$ cat src/hdl/tcli_ram.sv
`timescale 1ns / 1ps
// ----------------------------------------------------------------------------
// tcli_ram
// Generic single-write, single-read RAM with registered read data.
// ----------------------------------------------------------------------------
module tcli_ram #(
   parameter int WIDTH = 10,
   parameter int DEPTH = 64
) (
   input  logic                     clock,
   input  logic                     wr_en,
   input  logic [$clog2(DEPTH)-1:0] wr_addr,
   input  logic [WIDTH-1:0]         wr_data,
   input  logic                     rd_en,
   input  logic [$clog2(DEPTH)-1:0] rd_addr,
   output logic [WIDTH-1:0]         rd_data
);

   logic [WIDTH-1:0] mem_ff [DEPTH];
   logic [WIDTH-1:0] rd_data_ff;

   always_ff @(posedge clock) begin
      if (wr_en) begin
         mem_ff[wr_addr] <= wr_data;
      end
      if (rd_en) begin
         rd_data_ff <= mem_ff[rd_addr];
      end
   end

   assign rd_data = rd_data_ff;

endmodule

$ cat config.mk
export PLATFORM = sky130hd
export DESIGN_NAME = tcli_ram
export DESIGN_NICKNAME = d
export VERILOG_FILES = /design/src/hdl/tcli_ram.sv
export SDC_FILE = /design/constraint.sdc
export NUM_CORES = 1
export LEC_CHECK = 0
export BUFFER_PORTS_ARGS = -buffer_cell sky130_fd_sc_hd__buf_2
export CAP_MARGIN = 20
export CORE_ASPECT_RATIO = 2
export CORE_MARGIN = 2
export CORE_UTILIZATION = 55
export CTS_BUF_LIST = sky130_fd_sc_hd__clkbuf_4 sky130_fd_sc_hd__clkbuf_8 sky130_fd_sc_hd__clkbuf_16
export CTS_CLUSTER_DIAMETER = 150
export DETAILED_ROUTE_END_ITERATION = 10
export PLACE_DENSITY = 0.71
export SLEW_MARGIN = 5
export SYNTH_ARGS = -nofsm -noshare
export SYNTH_HDL_FRONTEND = slang
export SYNTH_SLANG_ARGS = --single-unit
$ cat constraint.sdc
create_clock -name clock -period 5.3 [get_ports clock]
set_input_delay 0.795 -clock clock [delete_from_list [all_inputs] [get_ports clock]]
set_output_delay 0.795 -clock clock [all_outputs]
set_load 0.02 [all_outputs]
==> impl_metrics.yaml, run 1 <==
sta:
  tightest_slew_ps: 1130
  hold_viol: 0
  finalSetupViolations: 0
  slew-limit-headroom: 0.241
  timing.fmax_mhz: 341
  skew_ps: 27.7
  fin_ws_ps: 2370
  finalCriticalPeriod_ps: 2930
  timing.final.crit_share: 0.553
  rsz0062_at_grt: "false"
  tns_ps: 0
  maxSlewViolCount: 0
min_path:
  hold_class: "primary input to flop"
  hold_depth: 1
  holdPathEnd: "mem_ff[6][0]$_DFFE_PP_"
  worstHoldStart: "wr_data[0]"
routing:
  vias: 11700
  drc_errors: 0
  viasPerCell: 6.57
  first_pass_iters: 5
  wl_per_cell_um: 30.1
  routed_wl_um: 53900
  drtIter0Drc: 1333
  ant_nets: 0
finish:
  stdcell_area_sq_um: 28000
  mostFrequentLayoutCells: "edfxtp_1 (650), mux4_2 (160), nor2_1 (70)"
  drive_above_1_share: 0.278
  area.growth.synth_to_final_pct: 11.0
  fin_nets: 1207
  mostFrequentLayoutCell: "edfxtp_1"
status:
  outcome: "finished, final reports clean"
critical_path:
  path_buf_inv: 2
  critPathArrivalTime_ps: 3270
  worst_setup_path_end_kind: "flop"
  crit_path_start: "rd_addr[1]"
  slowest_delay_ps: 570
  path_cells: "buf_6 > buf_4 > mux4_2 > mux2i_1 > a221oi_2 > a22o_1"
  rrSetupSlack_ps: 2970
  worstSetupPathType: "primary input to flop"
  slowest_stage: "buf_6"
  worst_setup_path_start_kind: "primary input"
  cp_max_fo: 70
  r2r-start: "mem_ff[39][3]$_DFFE_PP_"
  r2r_end: "rd_data[3]$_DFFE_PP_"
  worstRegToRegCells: 5
  cp_top_family: "multiplexers"
  crit_required_ps: 5640
yosys:
  synth.avg_cell_area_sq_um: 22.5
  syn_nets: 1143
  yosys.area.top_type: "edfxtp_1"
  ys_async_sr_fraction: 0
  ys.flop_type: "edfxtp_1"
  synth.top_cell.area_share: 0.775
  yosys_warnings: 0
  synth_cells: 1118
  seq_area_frac_synth: 0.775
  synth_cell_types: 36
  syn_area_sq_um: 25200
  synth-seq-cells: 650
  synth_area_leaders: "edfxtp_1 (77%), mux4_2 (14%), mux2i_1 (2.1%), nor2_1 (1.0%), buf_4 (0.45%)"
  synth_edf_count: 650
clock_network:
  path_clk_slew_ps: 70
  cts_buffer_depth: 3
  cts_tree: "yes"
  cts.sinks: 650
  cts_resized: 0
  clock_latency_ps: 600
  ctsHoldBuffers: 0
  ctsRootBufferMaster: "clkbuf_16"
  cts_made_buffers: 52
  postCtsSetupBuffers: 0
  cts-htree-levels: 2
global_routing:
  grt_pass1_wl_um: 79900
  grtUsageMet1: 0.334
  use_met3: 0.0318
  overflow: 0
  antenna_found_initial: 6
  grt_most_used_layer: "met2"
  grt_pass1_vias: 11700
  grt_max_degree: 71
  met2_usage: 0.366
  grt_usage: 0.232
placed_design:
  port_buffers: 34
  hpwl_um: 32300
  gp_congestion: 0.875
  pre_cts_ws_ps: 1720
  dpl-instance-area_sq_um: 25900
pwr:
  power.leakage_uw: 0.00878
  ir_drop_mv: 0.413
  switching_share: 0.203
  powerDensity_nw_per_um2: 369
  p_sw_uw: 2090
  p_seq_frac: 0.554
  clockPowerShare: 0.394
  power_frac_comb: 0.052
  internal_power_uw: 8220
floorplanning:
  fp-row-count: 111
  start_util: 0.553
  die_height_um: 307
  core_region_area_sq_um: 45600
  pin_count: 35
  die_w_um: 155
  die-area_sq_um: 47700
flow_run:
  drv_cap: 0
[power groups by stage]
stage	clock network, uW	registers (uW)	logic, uW
2_1_floorplan	0	5830	305
3_3_place_gp	0	5830	515
3_5_place_dp	0	5830	524
4_1_cts	4130	5720	526
5_1_grt	4300	5710	566
6_report	4070	5710	538
[how the worst max path moves through the flow]
| stage | endpoint | slack [ps] | cells after the start |
|---|---|---|---|
| finish | rd_data[7]$_DFFE_PP_ | 2370 | 6 |
| global route | rd_data[8]$_DFFE_PP_ | 2260 | 7 |
| CTS | rd_data[3]$_DFFE_PP_ | 2320 | 6 |
| detailed placement | rd_data[3]$_DFFE_PP_ | 1720 | 6 |
| global placement | rd_data[3]$_DFFE_PP_ | 1730 | 6 |
| floorplan | rd_data[2]$_DFFE_PP_ | 2570 | 7 |
[per-layer routing]
metal	wire [um]	share of wire
met5	55	0.0010
met4	2230	0.041
met3	3960	0.073
met2	26400	0.49
met1	21300	0.40
[state kept, by name, indices dropped and copies added (netlist names)]
register and count:
mem_ff 640, rd_data 10
[cell usage after synthesis, drive strengths merged (7+ instances only)]
cell type	instances
mux4	160
nand3	7
a211oi	9
edfxtp	650
a22oi	9
mux2i	52
nand2	8
mux2	12
nor2b	12
buf	37
clkbuf	25
o22ai	15
nor2	70
[per-stage QoR]
step	std cells	hold WS (ps)	utilization	total power, uW
final	1788	579	0.614	10300
after global routing	1787	579	0.614	10600
after CTS	1768	586	0.609	10400
after detailed placement	1675	987	0.570	6350
after global placement	1671	976	0.569	6340
after floorplan	1118	890	-	6130
[layout make-up]
type | instances | area, sq um
flip-flops and latches | 650 | 19500
fillers | 3056 | 17600
multi-input cells | 406 | 5350
clock buffers | 62 | 1390
well taps | 565 | 707
repair buffers | 72 | 606
clock inverters | 31 | 398
diodes | 2 | 5.00
[cell families after synthesis]
| family | share of synthesized area |
|---|---|
| flip-flops | 0.775 |
| multiplexers | 0.170 |
| AND/OR/NAND/NOR | 0.0217 |
| AO/OA/AOI/OAI | 0.0207 |
| buffers and inverters | 0.0133 |
(Power assumes the default switching activity.)
==> run 2: changes to the inputs <==
- clock period: 5.3 -> 2.7 ns (I/O delays scaled with it)
==> run 2 against run 1 <==
Compared with the run above: power increased by 95%; via count increased by 2.7%; combinational power increased by 110%; critical endpoint is now rd_data[9]$_DFFE_PP_; sequential power increased by 96%; clock skew decreased by 4.2 ps; count of clock-buffer cells in the layout increased by 2.
==> impl_metrics.yaml, run 2 (synthesis results as in run 1) <==
finish:
  fillers: 3038
  mostFrequentLayoutCells: "edfxtp_1 (650), mux4_2 (160), buf_4 (113)"
  utilization: 0.628
  area.growth.synth_to_final_pct: 13.5
  register_area_sq_um: 19500
  largest_register: "mem_ff"
  fin_nets: 1295
  mostFrequentLayoutCell: "edfxtp_1"
  largest_reg_flops: 640
  drive_above_1_share: 0.325
  multi_input_area_sq_um: 5350
  antennaDiodeCount: 0
routing:
  viasPerCell: 6.45
  vias: 12100
  routed_wl_um: 55500
  drtIter0Drc: 1483
  first_pass_iters: 5
  ant_nets: 0
  wl_per_cell_um: 29.7
  drc_errors: 0
floorplanning:
  fp-row-count: 111
  die_height_um: 307
  start_util: 0.553
  pin_count: 35
  die-area_sq_um: 47700
  core_region_area_sq_um: 45600
  die_w_um: 155
global_routing:
  antenna_found_initial: 0
  grt_max_degree: 65
  grt_pass1_vias: 12400
  grt_pass1_wl_um: 81500
  grt_usage: 0.238
  overflow: 0
sta:
  maxSlewViolCount: 0
  skew_ps: 23.4
  tightest_slew_ps: 794
  timing.fmax_mhz: 420
  finalSetupViolations: 0
  slew-limit-headroom: 0.471
  hold_viol: 0
  timing.final.crit_share: 0.882
  rsz0062_at_grt: "false"
  finalCriticalPeriod_ps: 2380
  fin_ws_ps: 317
min_path:
  worstHoldStart: "rd_en"
  hold_class: "primary input to flop"
pwr:
  ir_drop_mv: 0.638
  finalPower_uw: 20100
  power.leakage_uw: 0.00922
  powerDensity_nw_per_um2: 703
clock_network:
  clock_latency_ps: 590
  cts_buffer_depth: 3
  ctsRootBufferMaster: "clkbuf_16"
  cts_tree: "yes"
  ctsHoldBuffers: 0
  cts_resized: 0
  path_clk_slew_ps: 70
  cts-htree-levels: 2
  cts.sinks: 650
  cts_made_buffers: 53
  postCtsSetupBuffers: 0
critical_path:
  critPathArrivalTime_ps: 2730
  crit_required_ps: 3040
  worst_setup_path_start_kind: "flop"
  worstSetupPathType: "flop to flop"
  worst_setup_path_end_kind: "flop"
  cp_max_fo: 1
  r2r-start: "mem_ff[39][9]$_DFFE_PP_"
  crit_path_start: "mem_ff[39][9]$_DFFE_PP_"
placed_design:
  gp_congestion: 0.803
  pre_cts_ws_ps: -157
  hpwl_um: 34500
  port_buffers: 34
flow_run:
  drv_cap: 0
status:
  outcome: "finished, final reports clean"
run 2: changes by cell type in the layout (fill, tap and decap cells not counted), sizes merged:
| cell | previous run | this run |
|---|---|---|
| clkinv | 16 | 15 |
| bufinv | 9 | 7 |
| buf | 72 | 159 |
| inv | 2 | 1 |
| clkinvlp | 4 | 3 |
| clkbuf | 62 | 64 |
| diode | 2 | 0 |
run 2: through the flow:
stage	cell area (sq um)	TNS, ps	std cells	hold WS [ps]
6_report	28600	0	1870	260
5_1_grt	28600	0	1870	261
4_1_cts	28600	0	1869	241
3_5_place_dp	26800	-816	1779	857
3_3_place_gp	26800	-651	1779	861
2_1_floorplan	25200	0	1118	504
run 2: cell type report:
class / count / share of cell area
Sequential cell: 650 / 0.682
Multi-Input combinational cell: 406 / 0.187
Clock buffer: 64 / 0.0493
Timing Repair Buffer: 159 / 0.0451
Tap cell: 565 / 0.0247
Clock inverter: 26 / 0.0115
run 2: per-layer routing:
layer	global-route usage	up-vias	wire, um
li1	-	5010	-
met1	0.324	6312	20900
met4	0.114	0	2950
met5	0	-	0
met3	0.0328	147	3880
met2	0.386	595	27700
run 2: path summary, 6_finish.rpt:
kind	slack (ps)	endpoint	cells past startpoint
worst min-delay path	260	rd_data[3]$_DFFE_PP_	1
worst max-delay path	320	rd_data[9]$_DFFE_PP_	5
worst min register to register	970	rd_data[8]$_DFFE_PP_	4
worst max register to register	320	rd_data[9]$_DFFE_PP_	5
run 2: worst max-delay path: stages, from the launching register on:
cell and delay, ps:
edfxtp_1 370, mux4_2 470, mux2_4 300, a2111oi_2 510
a221oi_1 200, a22o_1 300
run 2: power by group:
group          switching, uW  internal [uW]  total (uW)
clock                   3400           4390        7790
combinational            666            445        1110
sequential              25.0          11200       11200
