===== src/hdl/tcli_pkg.sv =====
`timescale 1ns / 1ps
// ----------------------------------------------------------------------------
// tcli_pkg
// Shared types, widths and codes for the tone curve LUT interpolation unit.
// ----------------------------------------------------------------------------
package tcli_pkg;

   // Sample and curve geometry
   localparam int PIX_W         = 14;
   localparam int FRAC_W        = 7;
   localparam int SEG_W         = PIX_W - FRAC_W;
   localparam int KNOT_BITS_DEF = 10;
   localparam int TVAL_W        = 10;
   localparam int TIDX_W        = 8;
   localparam int TABLE_DEPTH   = 129;
   localparam int EVEN_DEPTH    = (TABLE_DEPTH + 1) / 2;
   localparam int ODD_DEPTH     = TABLE_DEPTH / 2;
   localparam int EVEN_AW       = $clog2(EVEN_DEPTH);
   localparam int ODD_AW        = $clog2(ODD_DEPTH);

   // Datapath widths
   localparam int DY_W    = 15;
   localparam int PROD_W  = DY_W + FRAC_W + 1;
   localparam int SUM_L_W = 31;
   localparam int T_W     = 17;
   localparam int S_W     = 18;
   localparam int V_W     = 16;
   localparam int SEED_W  = 5;

   // Interpolation constants
   localparam int SCALE_SH   = 7;     // x129 = x128 + x1
   localparam int LAST_LSB   = 12;
   localparam int MID_LSB    = 5;
   localparam int ROUND_LAST = 2048;
   localparam int ROUND_MID  = 16;
   localparam int ROUND_OUT  = 2;

   localparam logic [SEG_W-1:0]  LAST_SEGMENT = 7'd127;
   localparam logic [3:0]        KNOT_FILL    = 4'hF;
   localparam logic [PIX_W-1:0]  PIX_MAX      = 14'h3fff;
   localparam logic [SEED_W-1:0] SEED_RESET   = 5'd8;

   // Frame geometry
   localparam int                DIM_W        = 13;
   localparam logic [DIM_W-1:0]  WIDTH_RESET  = 13'd1920;
   localparam logic [DIM_W-1:0]  HEIGHT_RESET = 13'd1080;

   // Register port
   localparam int CSR_AW = 4;
   localparam int CSR_DW = 32;
   localparam int REG_W  = 2;
   localparam logic [REG_W-1:0] REG_TONE_ENABLE   = 2'd0;
   localparam logic [REG_W-1:0] REG_DITHER_ENABLE = 2'd1;
   localparam logic [REG_W-1:0] REG_FRAME_WIDTH   = 2'd2;
   localparam logic [REG_W-1:0] REG_FRAME_HEIGHT  = 2'd3;

   // Request operations
   localparam logic OP_PIXEL       = 1'b0;
   localparam logic OP_TABLE_WRITE = 1'b1;

   // Pipeline control handed to each channel slice
   typedef struct packed {
      logic s1_load;
      logic s2_load;
      logic s3_load;
      logic out_load;
      logic tone_en;
      logic dither_en;
      logic parity;     // row parity of the item in stage 3
      logic frame_end;  // item in stage 3 closes a frame
   } tcli_ctl_type;

endpackage


===== src/hdl/tcli_chan.sv =====
`timescale 1ns / 1ps
// ----------------------------------------------------------------------------
// tcli_chan
// One color channel: knot decode, interpolation, dither seeds and clip.
// ----------------------------------------------------------------------------
module tcli_chan import tcli_pkg::*; #(
   parameter int KNOT_BITS = KNOT_BITS_DEF
) (
   input  logic                 clock,
   input  logic                 reset,
   input  tcli_ctl_type         ctl,
   input  logic [PIX_W-1:0]     req_pixel,
   input  logic [KNOT_BITS-1:0] even_knot,
   input  logic [KNOT_BITS-1:0] odd_knot,
   output logic [PIX_W-1:0]     result
);

   // stage 1: knots arrive from the RAMs
   logic [PIX_W-1:0]         s1_pix_ff, s1_pix_in;
   logic [SEG_W-1:0]         idx1;
   logic [FRAC_W-1:0]        frac1;
   logic [KNOT_BITS-1:0]     knot_lo, knot_hi;
   logic [PIX_W-1:0]         lo1, hi1;
   logic signed [DY_W-1:0]   dy1;
   logic signed [PROD_W-1:0] prod1;

   // stage 2: slope term
   logic [PIX_W-1:0]         s2_pix_ff, s2_pix_in;
   logic [PIX_W-1:0]         s2_lo_ff, s2_lo_in;
   logic [PROD_W-1:0]        s2_prod_ff, s2_prod_in;
   logic                     s2_last_ff, s2_last_in;
   logic [SUM_L_W-1:0]       ext_l, sum_l;
   logic [PROD_W:0]          sum_n;
   logic [T_W-1:0]           t2;

   // stage 3: seed add, clip
   logic [PIX_W-1:0]         s3_pix_ff, s3_pix_in;
   logic [PIX_W-1:0]         s3_lo_ff, s3_lo_in;
   logic [T_W-1:0]           s3_t_ff, s3_t_in;
   logic [SEED_W-1:0]        seed_ff [2];
   logic [SEED_W-1:0]        seed_in [2];
   logic [SEED_W-1:0]        seed_cur;
   logic [S_W-1:0]           t_ext, s_sum, rnd;
   logic [V_W-1:0]           v_d, v_n, v_sel;
   logic [PIX_W-1:0]         clipped;

   always_comb begin
      idx1    = s1_pix_ff[PIX_W-1:FRAC_W];
      frac1   = s1_pix_ff[FRAC_W-1:0];
      // odd segment: lower knot sits in the odd bank
      knot_lo = idx1[0] ? odd_knot  : even_knot;
      knot_hi = idx1[0] ? even_knot : odd_knot;
      lo1     = (knot_lo != '0) ? PIX_W'({knot_lo, KNOT_FILL}) : '0;
      hi1     = (knot_hi != '0) ? PIX_W'({knot_hi, KNOT_FILL}) : PIX_W'(1);
      dy1     = {1'b0, hi1} - {1'b0, lo1};
      prod1   = dy1 * $signed({1'b0, frac1});
   end

   always_comb begin
      ext_l = {{(SUM_L_W-PROD_W){s2_prod_ff[PROD_W-1]}}, s2_prod_ff};
      sum_l = (ext_l << SCALE_SH) + ext_l + SUM_L_W'(ROUND_LAST);
      sum_n = {s2_prod_ff[PROD_W-1], s2_prod_ff} + (PROD_W+1)'(ROUND_MID);
      t2    = s2_last_ff ? sum_l[LAST_LSB+T_W-1:LAST_LSB]
                         : sum_n[MID_LSB+T_W-1:MID_LSB];
   end

   always_comb begin
      seed_cur = seed_ff[ctl.parity];
      t_ext    = {s3_t_ff[T_W-1], s3_t_ff};
      s_sum    = S_W'({s3_lo_ff, 2'b00}) + t_ext + S_W'(seed_cur);
      rnd      = t_ext + S_W'(ROUND_OUT);
      v_d      = s_sum[S_W-1:2];
      v_n      = V_W'(s3_lo_ff) + rnd[S_W-1:2];
      v_sel    = ctl.dither_en ? v_d : v_n;
      if (v_sel[V_W-1]) begin
         clipped = '0;
      end else if (v_sel[PIX_W]) begin
         clipped = PIX_MAX;
      end else begin
         clipped = v_sel[PIX_W-1:0];
      end
      result = ctl.tone_en ? clipped : s3_pix_ff;
   end

   // seed update happens as the item leaves stage 3; frame end wins
   always_comb begin
      seed_in = seed_ff;
      if (ctl.out_load) begin
         if (ctl.tone_en && ctl.dither_en) begin
            seed_in[ctl.parity] = s_sum[SEED_W-1:0];
         end
         if (ctl.frame_end) begin
            seed_in[0] = SEED_RESET;
            seed_in[1] = SEED_RESET;
         end
      end
   end

   always_comb begin
      s1_pix_in  = ctl.s1_load ? req_pixel : s1_pix_ff;
      s2_pix_in  = ctl.s2_load ? s1_pix_ff : s2_pix_ff;
      s2_lo_in   = ctl.s2_load ? lo1 : s2_lo_ff;
      s2_prod_in = ctl.s2_load ? prod1 : s2_prod_ff;
      s2_last_in = ctl.s2_load ? (idx1 == LAST_SEGMENT) : s2_last_ff;
      s3_pix_in  = ctl.s3_load ? s2_pix_ff : s3_pix_ff;
      s3_lo_in   = ctl.s3_load ? s2_lo_ff : s3_lo_ff;
      s3_t_in    = ctl.s3_load ? t2 : s3_t_ff;
   end

   always_ff @(posedge clock) begin
      s1_pix_ff  <= s1_pix_in;
      s2_pix_ff  <= s2_pix_in;
      s2_lo_ff   <= s2_lo_in;
      s2_prod_ff <= s2_prod_in;
      s2_last_ff <= s2_last_in;
      s3_pix_ff  <= s3_pix_in;
      s3_lo_ff   <= s3_lo_in;
      s3_t_ff    <= s3_t_in;
   end

   always_ff @(posedge clock) begin
      if (reset) begin
         seed_ff[0] <= SEED_RESET;
         seed_ff[1] <= SEED_RESET;
      end else begin
         seed_ff <= seed_in;
      end
   end

endmodule


===== config.mk =====
export PLATFORM = sky130hd
export DESIGN_NAME = tcli_chan
export DESIGN_NICKNAME = d
export VERILOG_FILES = /design/src/hdl/tcli_pkg.sv /design/src/hdl/tcli_chan.sv
export SDC_FILE = /design/constraint.sdc
export NUM_CORES = 1
export LEC_CHECK = 0
export BUFFER_PORTS_ARGS = -buffer_cell sky130_fd_sc_hd__buf_2
export CORE_ASPECT_RATIO = 1.4
export CORE_MARGIN = 2
export CORE_UTILIZATION = 60
export CTS_CLUSTER_SIZE = 20
export DETAILED_ROUTE_END_ITERATION = 6
export PLACE_DENSITY_LB_ADDON = 0.12
export SYNTH_ARGS = -nofsm -noshare
export SYNTH_HDL_FRONTEND = slang
export SYNTH_SLANG_ARGS = --single-unit

===== constraint.sdc =====
create_clock -name clock -period 11.75 [get_ports clock]
set_input_delay 0.5875 -clock clock [delete_from_list [all_inputs] [get_ports clock]]
set_output_delay 0.5875 -clock clock [all_outputs]
set_load 0.02 [all_outputs]

==> qor.yml, run 1 <==
yosysSeqAreaShare_pct: 28.7
holdWs_ns: 0.346
cp-start-kind: "flop"
fmax_ghz: 0.109
finalCritPeriodShare_pct: 78.3
tns_ns: 0
worstMarginPinSlew_ns: 1.06
rsz0062_at_grt: "false"
num_vias: 8594
pre_cts_ws_ns: 2.59
wl_per_cell_um: 17.5
cp_slowest_stage_delay_ns: 0.97
yosys_most_used_dff: "edfxtp_1"
start_util_pct: 61.1
finalWorstSetupSlack_ns: 2.56
io-pin-count: 58
drt-initial-drc-count: 417
avgSynthCellArea_um2: 9.93
syn2layout_area_growth_pct: 9.62
die_height_um: 169
synth_edf_count: 105
layout_common_cells: "167 x inv_1, 144 x ha_1, 105 x edfxtp_1"
synth_cell_types: 60
period_needed_ns: 9.19
crit_top_cell: "fa_1"
synth_area_mm2: 0.0117
routed_wl_mm: 26.2
cts_setup_buffers: 0
io_buffer_count: 57
netlist_instances: 1178
yosysTopAreaCellShare_pct: 27.0
die_area_mm2: 0.0206
grt_pass1_wl_mm: 43.0
syn-num-nets: 1452
worstSetupPathType: "reg2reg"
grt_pass1_vias: 8885
clk_path_buf_depth: 2
drive_above_1_share_pct: 9.29
setup-violations-final: 0
num-nets-final: 1509
drc: 0
fin_skew_ns: 0.0111
layout_commonest_cell: "inv_1"
die_x_um: 122
cts_resized: 0
clock-root-buffer: "clkbuf_16"
cts_sinks: 115
ctsHtreeMaxLevel: 4
rows: 60
worstSetupEndpointType: "flop"
drv_slew: 0
cts.clk_slew.worst_paths_ns: 0.06
place_congestion: 0.895
num-fill-cells: 1530
yosys_warnings: 0
cp_max_fo: 22
hold_path_class: "in2reg"
slowest_stage: "edfxtp_1"
ys_top_cells_by_area: "edfxtp_1 27%, ha_1 15%, fa_1 15%"
grt_max_degree: 50
avgViaCountPerCell: 5.74
ys_async_sr_fraction_pct: 0
crit_arrival_ns: 9.35
design_area_mm2: 0.0128
synth_seq_cells: 115
grt_use_total_pct: 26.9
antenna_found_initial: 1
antenna_left: 0
cp.required_ns: 11.90
finalHoldViolations: 0
grt_overflow: 0
status: "finished, final reports clean"
dp_hpwl_mm: 21.1
synth_top_area_cell: "edfxtp_1"
coreArea_mm2: 0.0191
cts_tree: "yes"
first_pass_iters: 5
cts_hold_buf: 0
timing.slew.headroom_pct: 29.3
clkLatencyLatePin_ns: 0.41
drv_cap: 0
cts_buffers: 17
placed_area_mm2: 0.0122
cell type report:
| type | count | area, um2 | area share (%) |
|---|---|---|---|
| multi-input combinational | 874 | 7630 | 59.5 |
| sequential | 115 | 3350 | 26.2 |
| inverter | 167 | 627 | 4.89 |
| clock buffer | 18 | 429 | 3.35 |
| tap | 248 | 310 | 2.42 |
| timing repair buffer | 60 | 308 | 2.40 |
| clock inverter | 14 | 161 | 1.26 |
| antenna | 1 | 2.50 | 0.0195 |
worst max-delay path: cells and delay by family (launching register included):
kind	cells	cell delay (ns)
simple gates	6	1.65
flops	1	0.97
mux	1	0.43
fa+ha+maj	6	2.88
xor+xnor	1	0.08
buf+inv	3	0.15
compound gates	11	2.78
routing by layer:
layer	GRT usage, %	routed length [um]	vias up
met1	28.7	9900	4202
met5	0	0	-
li1	-	-	4203
met4	12.7	1150	0
met2	51.7	14600	136
met3	2.89	552	53
path summary, 6_finish.rpt:
check                from             end  slack (ns)  depth (start not counted)
min          req_pixel[7]    s1_pix_ff[7]        0.35                          1
min reg2reg  s2_pix_ff[5]    s3_pix_ff[5]        0.41                          0
max reg2reg  s1_pix_ff[7]  s2_prod_ff[22]        2.56                         28
max          s1_pix_ff[7]  s2_prod_ff[22]        2.56                         28
synthesized netlist by cell type (6+ instances only):
| cell | number |
|---|---|
| nand2b_1 | 13 |
| nor3_1 | 14 |
| mux2_2 | 17 |
| o211ai_1 | 6 |
| fa_1 | 86 |
| mux2i_1 | 10 |
| o21bai_1 | 7 |
| or3_1 | 8 |
| inv_1 | 167 |
| o21a_1 | 15 |
| xor2_1 | 24 |
| o22ai_1 | 26 |
| a21o_1 | 18 |
| a211oi_1 | 6 |
| nand3_1 | 23 |
| nor2b_1 | 20 |
| nor2_1 | 68 |
| a32oi_1 | 6 |
| clkbuf_1 | 17 |
| o21ai_0 | 32 |
| nand4_1 | 9 |
| and2_1 | 67 |
| nor3b_1 | 6 |
| nand2_1 | 52 |
| dfxtp_1 | 10 |
| and3_1 | 23 |
| a21oi_1 | 56 |
| edfxtp_1 | 105 |
| ha_1 | 144 |
| xnor2_1 | 65 |
| a31oi_1 | 6 |
stage by stage:
step	cells	utilization [%]
3_3_place_gp	1464	63.9
5_1_grt	1497	67.0
4_1_cts	1496	67.0
3_5_place_dp	1464	63.9
2_1_floorplan	1178	-
6_report	1497	67.0
flip-flops by register name, summed over array words and instances (netlist names):
name	flops
s2_pix_ff	14
s2_last_ff	1
s3_lo_ff	11
s1_pix_ff	14
s3_pix_ff	14
seed_ff	10
s2_prod_ff	23
s2_lo_ff	11
s3_t_ff	17
kinds of logic (layout without fill, tap and decap cells):
kind of cell / count (synthesis) / count (layout) / synth area share (%)
XOR/XNOR: 89 / 89 / 6.66
adder cells (fa/ha/maj): 230 / 230 / 30.1
buffers and inverters: 189 / 259 / 6.10
multiplexers: 27 / 27 / 2.49
flip-flops: 115 / 115 / 28.7
AO/OA/AOI/OAI: 209 / 209 / 11.6
AND/OR/NAND/NOR: 319 / 319 / 14.3
other: 0 / 1 / 0
Power of run 1 is not shown: default switching activity piles up to over one toggle a cycle in this logic, so the estimate is an artifact.
==> inputs of run 2 (changes only) <==
CORE_UTILIZATION = 58   (was 60)
clock period = 8.2 ns   (was 11.75 ns; I/O delays follow)
==> run 2 against run 1 <==
Against the previous run:
- cell area grew 1.3%
- sequential share of layout area fell by 0.33 points
- hold slack got worse by 0.18 ns
- die area rose by 3.3%
- non-clock buffer count is 14 higher
- critical path depth rose by 1
- register-to-register slack worse by 2.2 ns
- first-iteration DRC count shrank 26%
- global-route usage is 1.2 points lower
- wire length grew 0.36%
- cell count grew 1.2%
- critical endpoint unchanged
==> qor.yml, run 2 (synthesis results as in run 1) <==
fmax_ghz: 0.128
worstMarginPinSlew_ns: 1.11
drive_above_1_share_pct: 11.0
cp_max_fo: 22
grt_overflow: 0
slowest_stage: "fa_1"
place_congestion: 0.864
die_area_mm2: 0.0213
fin_skew_ns: 0.0113
path_delay_family: "adder cells"
layout_commonest_cell: "inv_1"
crit_top_cell: "fa_1"
rows: 61
grt_use_total_pct: 25.7
ctsHtreeMaxLevel: 4
worstReg2RegStart: "s1_pix_ff[7]"
num_vias: 8694
cp-start-kind: "flop"
worstSetupEndpointType: "flop"
cts.clk_slew.worst_paths_ns: 0.06
status: "finished, final reports clean"
largestRegisters: "s2_prod_ff (23), s3_t_ff (17)"
grt_pass1_vias: 8755
r2r_setup_slack_ns: 0.39
drv_slew: 0
hold_depth: 1
cts_hold_buf: 0
grt_pass1_wl_mm: 42.0
dp_hpwl_mm: 21.4
cts_sinks: 115
antenna_left: 0
worstSetupPathType: "reg2reg"
hold_start: "req_pixel[0]"
largest_reg_flops: 23
coreArea_mm2: 0.0198
die_height_um: 172
io_buffer_count: 57
reg2regPathDepth: 29
cp_slowest_stage_delay_ns: 0.54
cts_buffers: 17
clk_path_buf_depth: 2
design_area_mm2: 0.0130
setup-violations-final: 0
syn2layout_area_growth_pct: 11.0
hold_path_class: "in2reg"
hold_path_end: "s1_pix_ff[0]"
finalHoldViolations: 0
num-nets-final: 1523
period_needed_ns: 7.81
die_x_um: 124
placed_area_mm2: 0.0124
cts_tree: "yes"
worstPathBufferInverterCount: 4
layout_common_cells: "167 x inv_1, 144 x ha_1, 105 x edfxtp_1"
first_pass_iters: 5
timing.slew.headroom_pct: 26.0
clkLatencyLatePin_ns: 0.42
start_util_pct: 58.9
crit_arrival_ns: 7.97
io-pin-count: 58
drc: 0
antenna_found_initial: 1
grt_max_degree: 50
wl_per_cell_um: 17.3
reg2reg_to: "s2_prod_ff[22]"
finalCritPeriodShare_pct: 95.2
avgViaCountPerCell: 5.74
clock-root-buffer: "clkbuf_16"
regMostFlops: "s2_prod_ff"
drt-initial-drc-count: 308
cp.required_ns: 8.36
drv_cap: 0
routed_wl_mm: 26.3
## run 2: worst max path at each step
stage / start / end / slack (ns) / cells after the start
6_report: s1_pix_ff[7] / s2_prod_ff[22] / 0.39 / 29
5_1_grt: s1_pix_ff[7] / s2_prod_ff[22] / -0.03 / 29
4_1_cts: s1_pix_ff[7] / s2_prod_ff[22] / 0.07 / 29
3_5_place_dp: s1_pix_ff[7] / s2_prod_ff[22] / 0.08 / 29
3_3_place_gp: s1_pix_ff[7] / s2_prod_ff[22] / 0.26 / 29
2_1_floorplan: s1_pix_ff[7] / s2_prod_ff[22] / 0.12 / 32
## run 2: layer usage
layer	wire length [um]	global-route usage [%]
met1	9980	27.0
met2	14900	50.8
met4	803	9.77
met3	537	3.03
met5	0	0
## run 2: cell type report
class,instances,area (um2)
multi-input combinational,874,7660
fill,1632,6860
sequential,115,3350
inverter,167,627
clock buffer,18,429
timing repair buffer,74,425
tap,252,315
clock inverter,14,175
antenna,1,2.50
## run 2: metrics by stage
step	std cells	TNS, ns	utilization [%]	hold slack [ns]	setup slack (ns)
6_report	1515	0	65.4	0.163	0.391
5_1_grt	1515	-0.0317	65.4	0.149	-0.0273
2_1_floorplan	1178	0	-	0.400	0.117
3_5_place_dp	1481	0	62.2	0.405	0.0832
3_3_place_gp	1481	0	62.2	0.400	0.257
4_1_cts	1513	0	65.3	0.152	0.0709
## run 2: what timing repair did
item	4_1_cts	5_1_grt
endpoints found under the setup margin	0	5
gates resized for setup	0	14
buffers inserted	0	1
Power of run 2 is left out for the same reason.
